<file path="src/sv/tspd_pkg.sv">
package tspd_pkg;

	localparam int OPCODE_W     = 2;
	localparam int BYTE_W       = 8;
	localparam int STATUS_W     = 3;
	localparam int SUM_W        = 16;
	localparam int CHECK_W      = 17;
	localparam int DCNT_W       = 3;

	localparam int TABLE_SIZE   = 203;
	localparam int TAB_IDX_W    = $clog2(TABLE_SIZE);
	localparam int TABLE_FIRST  = 51;
	localparam int TABLE_LAST   = 253;
	localparam int EOD_MARK     = 33;
	localparam int NIB_BASE     = 35;
	localparam int V2_MARK      = 254;
	localparam int DIGIT_FIRST  = 48;
	localparam int DIGIT_LAST   = 57;
	localparam int CHECK_DIGITS = 5;

	typedef enum logic [OPCODE_W-1:0] {
		OP_DATA  = 2'd0,
		OP_FIRST = 2'd1,
		OP_CONT  = 2'd2,
		OP_END   = 2'd3
	} op_t;

	typedef enum logic [STATUS_W-1:0] {
		ST_RUN      = 3'd0,
		ST_GOOD     = 3'd1,
		ST_MISMATCH = 3'd2,
		ST_NOT_V2   = 3'd3,
		ST_TRUNC    = 3'd4,
		ST_BAD_SYM  = 3'd5
	} status_t;

	typedef enum logic [2:0] {
		PH_IDLE   = 3'd0,
		PH_MARKER = 3'd1,
		PH_TABLE  = 3'd2,
		PH_DATA   = 3'd3,
		PH_DIGITS = 3'd4
	} phase_t;

endpackage

</file>
<file path="src/sv/tspd_symtab.sv">
module tspd_symtab import tspd_pkg::*; (
	input  logic                 clk,
	input  logic                 wr_en,
	input  logic [TAB_IDX_W-1:0] wr_addr,
	input  logic [BYTE_W-1:0]    wr_data,
	input  logic                 rd_en,
	input  logic [TAB_IDX_W-1:0] rd_addr,
	output logic [BYTE_W-1:0]    rd_data
);

	logic [BYTE_W-1:0] mem [TABLE_SIZE];

	always_ff @(posedge clk) begin
		if (wr_en) begin
			mem[wr_addr] <= wr_data;
		end
	end

	always_ff @(posedge clk) begin
		if (rd_en) begin
			rd_data <= mem[rd_addr];
		end
	end

endmodule
</file>
<file path="config.mk">
export PLATFORM = sky130hd
export DESIGN_NAME = tspd_symtab
export DESIGN_NICKNAME = d
export VERILOG_FILES = /design/src/sv/tspd_pkg.sv /design/src/sv/tspd_symtab.sv
export SDC_FILE = /design/constraint.sdc
export NUM_CORES = 1
export LEC_CHECK = 0
export BUFFER_PORTS_ARGS = -buffer_cell sky130_fd_sc_hd__buf_4
export CAP_MARGIN = 20
export CORE_ASPECT_RATIO = 2
export CORE_MARGIN = 4
export CORE_UTILIZATION = 55
export DETAILED_ROUTE_END_ITERATION = 8
export PLACE_DENSITY = 0.78
export REMOVE_ABC_BUFFERS = 1
export SYNTH_ARGS = -nofsm -noshare
export SYNTH_HDL_FRONTEND = slang
export SYNTH_SLANG_ARGS = --single-unit
</file>
<file path="constraint.sdc">
create_clock -name clk -period 2.4 [get_ports clk]
set_input_delay 0.12 -clock clk [delete_from_list [all_inputs] [get_ports clk]]
set_output_delay 0.12 -clock clk [all_outputs]
set_load 0.1 [all_outputs]
</file>
**Yosys cells after proc, flatten, opt, wreduce, memory -nomap -nowiden**

Memory sizes are Yosys's and may differ from the RTL's. A register that Yosys moved wholly into a read port is not among the register bits.
Cells that the tools add are included.

- Memories: 1
- Output and inout port bits: 8
- Register bits after elaboration: 0
- Word-level logic and storage cells: 3
- Bits of input ports: 27
- Bits in writable memories: 1624

Memory list:

| memory | words | bits a word | read ports | clocked after memory_dff | write ports | RTL line | source |
|---|---|---|---|---|---|---|---|
| mem | 203 | 8 | 1 | 1 | 1 | tspd_symtab.sv:11 | `logic [BYTE_W-1:0] mem [TABLE_SIZE];` |

- Muxes and demuxes: 2

Operators with widths:

| operator | number |
|---|---|
| $mux 1 | 2 |

**Depth between registers and ports, before layout**

Gate-level depths: netlist (run 1).

- Depth in word-level cells: 2
- Depth in mapped cells: 10
- Gate-level depth less buffers: 6

**Worst setup path after synthesis (run 1)**

OpenSTA, ideal clock, no wires.

- Path kind: input-to-reg
- Start: input port rd_addr[0]
- End: register rd_data[6], read port of mem (data pin)
- Buffers on the path: 3
- Data arrival time: 1782 ps
- Slack: 357 ps
- Required time: 2139 ps
- Library setup time: 261 ps
- Stages on the path: 8
- Cells stage by stage: buf_6 buf_6 buf_2 mux4_2 mux2_2 o21ai_0 a32oi_1 o311a_1

RTL lines:

| what | RTL line | source |
|---|---|---|
| start, declared | tspd_symtab.sv:7 | `input logic [TAB_IDX_W-1:0] rd_addr,` |
| end, declared | tspd_symtab.sv:8 | `output logic [BYTE_W-1:0] rd_data` |

==> impl_metrics.tcl, run 1 <==
set metrics [dict create \
    rr_startpoint "mem[157][6]$_DFFE_PP_" \
    routedWlPerCell_um 31.2 \
    relSlewSlack_pct 21.0 \
    cp.arrival_ns 2.93 \
    max_slew.worst_pin.slew_ns 1.15 \
    setup_viol 3 \
    finalClockSkew_ns 0.0259 \
    max_freq_mhz 413 \
    path_cells "mux4_2 > nor2_1 > buf_4 > a2111oi_0 > nor4_1 > buf_4 > nand3_1 > o311a_1" \
    drc 0 \
    yosys-top-cells-area "edfxtp_1, mux4_2, nor2_1, a22oi_1, mux2_2" \
    gp_congestion 0.919 \
    reg2reg_to "rd_data[6]$_DFFE_PP_" \
    fill_cells 7095 \
    synth_area_um2 63500 \
    cts_tree "built" \
    crit_path_max_fanout 1 \
    cp-start-kind "flop" \
    drv_slew 0 \
    coreArea_um2 115000 \
    post-cts-setup-buffers 0 \
    grt_max_degree 108 \
    required_ns 2.91 \
    drive_gt1_share_pct 32.0 \
    whs_ns 0.0667 \
    ctsLongestPathBuffers 3 \
    cts-root-buf "clkbuf_16" \
    failed_checks "setup timing" \
    dpl_cell_area_um2 69400 \
    fin_crit_ns 2.42 \
    critPathMostFrequentCell "buf_4" \
    fin_crit_sh_pct 101 \
    cp_slowest_stage_delay_ns 0.59 \
    synth_top_area_share_pct 77.2 \
    critPathKind "flop to flop" \
    synth_seq_cells 1632 \
    viasPerCell 6.44 \
    io_pins 35 \
    htree_num_levels 4 \
    area_growth_pct 16.3 \
    status "finished with violations" \
    min_path_type "primary input to flop" \
    total_power_mw 56.0 \
    p_leak_nw 23.9 \
    numCtsBuffers 131 \
    slowest_stage "mux4_2" \
    synth_cells 3092 \
    r2r_cells 8 \
    hold_violations 0 \
    place_ws_ns -0.812 \
    grt_pass1_vias 35000 \
    cp-end-kind "flop" \
    grt_pass1_wl_um 239000 \
    yosysWarnings 0 \
    cts.clk_slew.worst_paths_ns 0.07 \
    synth_top_area_cell "edfxtp_1" \
    vdd_drop_max_v 0.000723 \
    die-area_um2 121000 \
    layout_setup_ws_ns -0.0232 \
    drv_cap 0 \
    drtIter0Drc 4359 \
    power_density_nw_per_um2 759 \
    ant_nets 0 \
    clkLatencyLatePin_ns 0.76 \
    start_util_pct 55.3 \
    clock_sinks 1632 \
    vias 33800 \
    whs_endpoint "mem[179][1]$_DFFE_PP_" \
    hold_depth 4 \
    grtUsageTotal_pct 27.6 \
    synth.distinct_cells 41 \
    postLayoutCellArea_um2 73800 \
    regArea_um2 49000 \
    drt_wl_total_um 164000 \
    grt_overflow 0 \
    die_w_um 248 \
    dpl.hpwl_um 111000 \
    io_buffer_count 34 \
    reg2reg_slack_ns -0.02 \
    die_h_um 488 \
    final_common_cell "edfxtp_1" \
    firstDrtPassIters 6 \
    layout.cells.most_common_list "edfxtp_1, buf_4, mux4_2, nor2_1, clkbuf_16" \
    ys_seq_area_share_pct 77.2 \
    syn-mean-instance-area_um2 20.5 \
    fin_nets 3667 \
    hp-start "wr_addr[1]" \
    num_rows 176 \
    multi_input_area_um2 13500 \
    antenna_found_initial 4 \
    rsz0062_at_grt "yes" \
]
## worst max-delay path: cells and delay by family (launching register included)
kind	cells	cell delay, ns
AND/OR/NAND/NOR	3	0.62
multiplexers	1	0.59
buffers and inverters	2	0.31
flip-flops	1	0.42
AO/OA/AOI/OAI	2	0.24
## worst max path at each step
stage / slack, ns / end / depth (start not counted) / startpoint
5_1_grt: -0.01 / rd_data[6]$_DFFE_PP_ / 7 / mem[11][6]$_DFFE_PP_
6_report: -0.02 / rd_data[6]$_DFFE_PP_ / 8 / mem[157][6]$_DFFE_PP_
4_1_cts: 0.002 / rd_data[1]$_DFFE_PP_ / 7 / mem[42][1]$_DFFE_PP_
3_5_place_dp: -0.81 / rd_data[6]$_DFFE_PP_ / 11 / rd_addr[0]
2_1_floorplan: 0.32 / rd_data[1]$_DFFE_PP_ / 6 / rd_addr[3]
3_3_place_gp: -0.73 / rd_data[6]$_DFFE_PP_ / 11 / rd_addr[0]
## power breakdown
part	internal (mW)	switching, mW
clock network	11.4	9.73
logic	1.33	2.08
registers	31.4	0.0417
## sequential cells by signal, indices dropped and copies added (netlist names)
signal / flops
rd_data: 8
mem: 1624
## metal layers
| metal | wire length [µm] | global-route usage (%) |
|---|---|---|
| met4 | 13400 | 17.8 |
| met2 | 87700 | 48.6 |
| met5 | 7 | 0 |
| met1 | 50000 | 30.9 |
| met3 | 13000 | 4.58 |
## layout make-up
class,instances,area share [%]
Antenna cell,6,0.0203
Clock buffer,158,4.72
Clock inverter,73,0.898
Inverter,24,0.122
Multi-Input combinational cell,1254,18.3
Sequential cell,1632,66.4
Tap cell,1513,2.56
Timing Repair Buffer,597,6.99
## what timing repair did
item,4_1_cts,5_1_grt
hold endpoints to repair,505,0
resized for setup,26,18
setup endpoints to repair,8,8
hold buffers,9,0
pin swaps,6,9
## cells by family after synthesis
group                  share of synthesized area, %
buffers and inverters                          1.85
multiplexers                                   13.8
AND/OR/NAND/NOR                                3.53
AO/OA/AOI/OAI                                  3.61
flip-flops                                     77.2
## cells in the mapped netlist
cell type  number
a2111oi_0      45
a2111oi_2       2
a211oi_1       56
a21boi_0        5
a21boi_1        3
a21oi_1        17
a22oi_1       120
a32oi_1         8
and2_0          2
and2_1          4
and2b_1         1
and3_1          1
buf_1          19
buf_12          3
buf_2          33
buf_4          16
buf_6          28
buf_8           3
clkbuf_1       79
clkbuf_4        1
edfxtp_1     1632
inv_1          24
mux2_1          1
mux2_2         55
mux2i_1        56
mux4_2        336
nand2_1        65
nand2b_1        7
nand3_1        29
nand3b_1        1
nand4_1        16
nor2_1        276
nor2b_1        72
nor3_1          9
nor4_1         16
o211ai_1        8
o21ai_0         8
o22ai_1        24
o311a_1         8
or2_2           2
or3_1           1
## through the flow
stage          util [%]  TNS [ns]  cells
2_1_floorplan         -         0   2910
3_3_place_gp       60.5     -4.62   5012
3_5_place_dp       60.5     -4.98   5012
4_1_cts            64.2         0   5252
5_1_grt            64.3   -0.0106   5252
6_report           64.3   -0.0443   5257
(Power assumes the default switching activity.)
==> inputs of run 2 (changes only) <==
--- a/config.mk
+++ b/config.mk
@@ -13,2 +13,3 @@
 export DETAILED_ROUTE_END_ITERATION = 8
+export GPL_ROUTABILITY_DRIVEN = 1
 export PLACE_DENSITY = 0.78
==> constraint.sdc (replaced) <==
create_clock -name clk -period 2.7 [get_ports clk]
set_input_delay 0.675 -clock clk [delete_from_list [all_inputs] [get_ports clk]]
set_output_delay 0.675 -clock clk [all_outputs]
set_load 0.1 [all_outputs]
==> run 2 against run 1 <==
  * The run still ends with setup timing left
  * Clock power down 9.5%
  * Register-to-register slack worse by 0.07 ns
  * Routed wire length increased by 1.0%
  * First-iteration DRC count shrank 6.1%
  * Power shrank 10%
  * Setup slack lost 0.074 ns
  * Hold slack improved by 0.20 ns
  * Critical path depth stayed put
  * Largest cell class unchanged
  * Largest power group unchanged
  * Highest routed layer unchanged
==> impl_metrics.tcl, run 2 (synthesized netlist as in run 1, its figures left out) <==
set metrics [dict create \
    use_met2_pct 48.7 \
    num_rows 176 \
    grt-busiest-layer "met2" \
    cp-end-kind "flop" \
    coreArea_um2 115000 \
    min_path_type "primary input to flop" \
    final_common_cell "edfxtp_1" \
    required_ns 3.21 \
    multi_input_area_um2 13300 \
    total_power_mw 50.1 \
    cts.clk_slew.worst_paths_ns 0.08 \
    numCtsBuffers 121 \
    place_ws_ns -1.11 \
    firstDrtPassIters 6 \
    htree_num_levels 3 \
    dpl.hpwl_um 111000 \
    grt_pass1_vias 35700 \
    pwr-share-seq_pct 55.7 \
    drv_cap 0 \
    drive_gt1_share_pct 32.1 \
    largest_register_ffs 1624 \
    status "finished with violations" \
    p_leak_nw 24.0 \
    fin_crit_sh_pct 104 \
    drc 0 \
    layout_setup_ws_ns -0.0969 \
    layout.cells.most_common_list "edfxtp_1, buf_4, mux4_2, nor2_1, clkbuf_16" \
    ctsLongestPathBuffers 3 \
    grt_max_degree 81 \
    cp.arrival_ns 3.30 \
    start_util_pct 55.3 \
    drtIter0Drc 4095 \
    largest-register "mem" \
    die_w_um 248 \
    grt_overflow 0 \
    top_regs "mem (1624), rd_data (8)" \
    crit_path_max_fanout 1 \
    grtUsageTotal_pct 27.8 \
    cp-start-kind "flop" \
    die_h_um 488 \
    use_met1_pct 30.0 \
    hold_violations 0 \
    cts-root-buf "clkbuf_16" \
    vias 33900 \
    area_growth_pct 16.7 \
    fin_crit_ns 2.80 \
    antenna_found_initial 5 \
    drv_slew 0 \
    fin_util_pct 64.5 \
    cts_tree "built" \
    sw_frac_of_total_pct 21.2 \
    p_clk_share_pct 38.2 \
    clkLatencyLatePin_ns 0.76 \
    vdd_drop_max_v 0.000553 \
    rsz0062_at_grt "no" \
    io_pins 35 \
    setup_viol 3 \
    ant_nets 0 \
    grt_pass1_wl_um 241000 \
    post-cts-setup-buffers 0 \
    max_freq_mhz 358 \
    finalClockSkew_ns 0.0534 \
    die-area_um2 121000 \
    power_density_nw_per_um2 677 \
    drt_wl_total_um 166000 \
    max_slew.worst_pin.slew_ns 0.903 \
    p_sw_mw 10.6 \
    clock_sinks 1632 \
    met3_usage_pct 4.51 \
    fill_cells 7075 \
    io_buffer_count 34 \
    fin_nets 3683 \
    regArea_um2 49000 \
    p_comb_share_pct 6.1 \
    viasPerCell 6.43 \
    gp_congestion 0.951 \
    routedWlPerCell_um 31.4 \
    relSlewSlack_pct 38.2 \
    failed_checks "setup timing" \
    cell_internal_pwr_mw 39.5 \
    critPathKind "flop to flop" \
]
[run 2: cell type report]
class,count,area share (%)
clock buffer,141,4.22
multi-input combinational,1254,18.0
clock inverter,84,1.44
sequential,1632,66.2
antenna,6,0.0203
tap,1513,2.56
timing repair buffer,623,7.45
inverter,24,0.122
[run 2: path summary, 6_finish.rpt]
check	startpoint	to	slack (ns)	cells past startpoint
setup reg to reg	mem[88][2]$_DFFE_PP_	rd_data[2]$_DFFE_PP_	-0.1	8
setup / recovery	mem[88][2]$_DFFE_PP_	rd_data[2]$_DFFE_PP_	-0.1	8
hold reg to reg	mem[126][6]$_DFFE_PP_	rd_data[6]$_DFFE_PP_	1.02	4
hold / removal	rd_en	rd_data[1]$_DFFE_PP_	0.27	1
[run 2: power by group through the flow]
stage                     registers [mW]  logic, mW  clock network [mW]
final                               27.9       3.07                19.1
after global routing                27.9       3.18                20.3
after CTS                           27.9       3.03                19.3
after detailed placement            28.5       2.98                   0
after global placement              28.5       2.90                   0
after floorplan                     28.6      0.957                   0
[run 2: stage by stage]
step / hold WS (ns) / cell area (µm²) / cells / TNS (ns)
after global routing: 0.229 / 74000 / 5272 / 0
final: 0.265 / 74000 / 5277 / -0.169
after floorplan: 0.774 / 62400 / 2910 / 0
after global placement: 0.982 / 69800 / 5045 / -6.63
after detailed placement: 1.01 / 69800 / 5045 / -6.95
after CTS: 0.200 / 74000 / 5271 / 0
[run 2: repair_timing]
item | CTS | global route
pin swaps | 1 | 0
hold buffers | 0 | 0
resized for setup | 8 | 5
endpoints found under the setup margin | 7 | 6
gates cloned | 1 | 0
[run 2: per-layer routing]
| metal | share of wire [%] | routed length [µm] |
|---|---|---|
| met3 | 7.7 | 12800 |
| met2 | 53 | 87300 |
| met1 | 30 | 49900 |
| met4 | 9.5 | 15800 |
| met5 | 0.0042 | 7 |
[run 2: worst max-delay path, stage by stage, from the launching register on]
cell       delay (ns)
edfxtp_1         0.36
nor2b_1          0.14
a2111oi_1        0.64
a2111oi_0        0.18
buf_4            0.20
nor2_1           0.21
buf_4            0.18
nand4_1          0.21
o311a_1          0.42
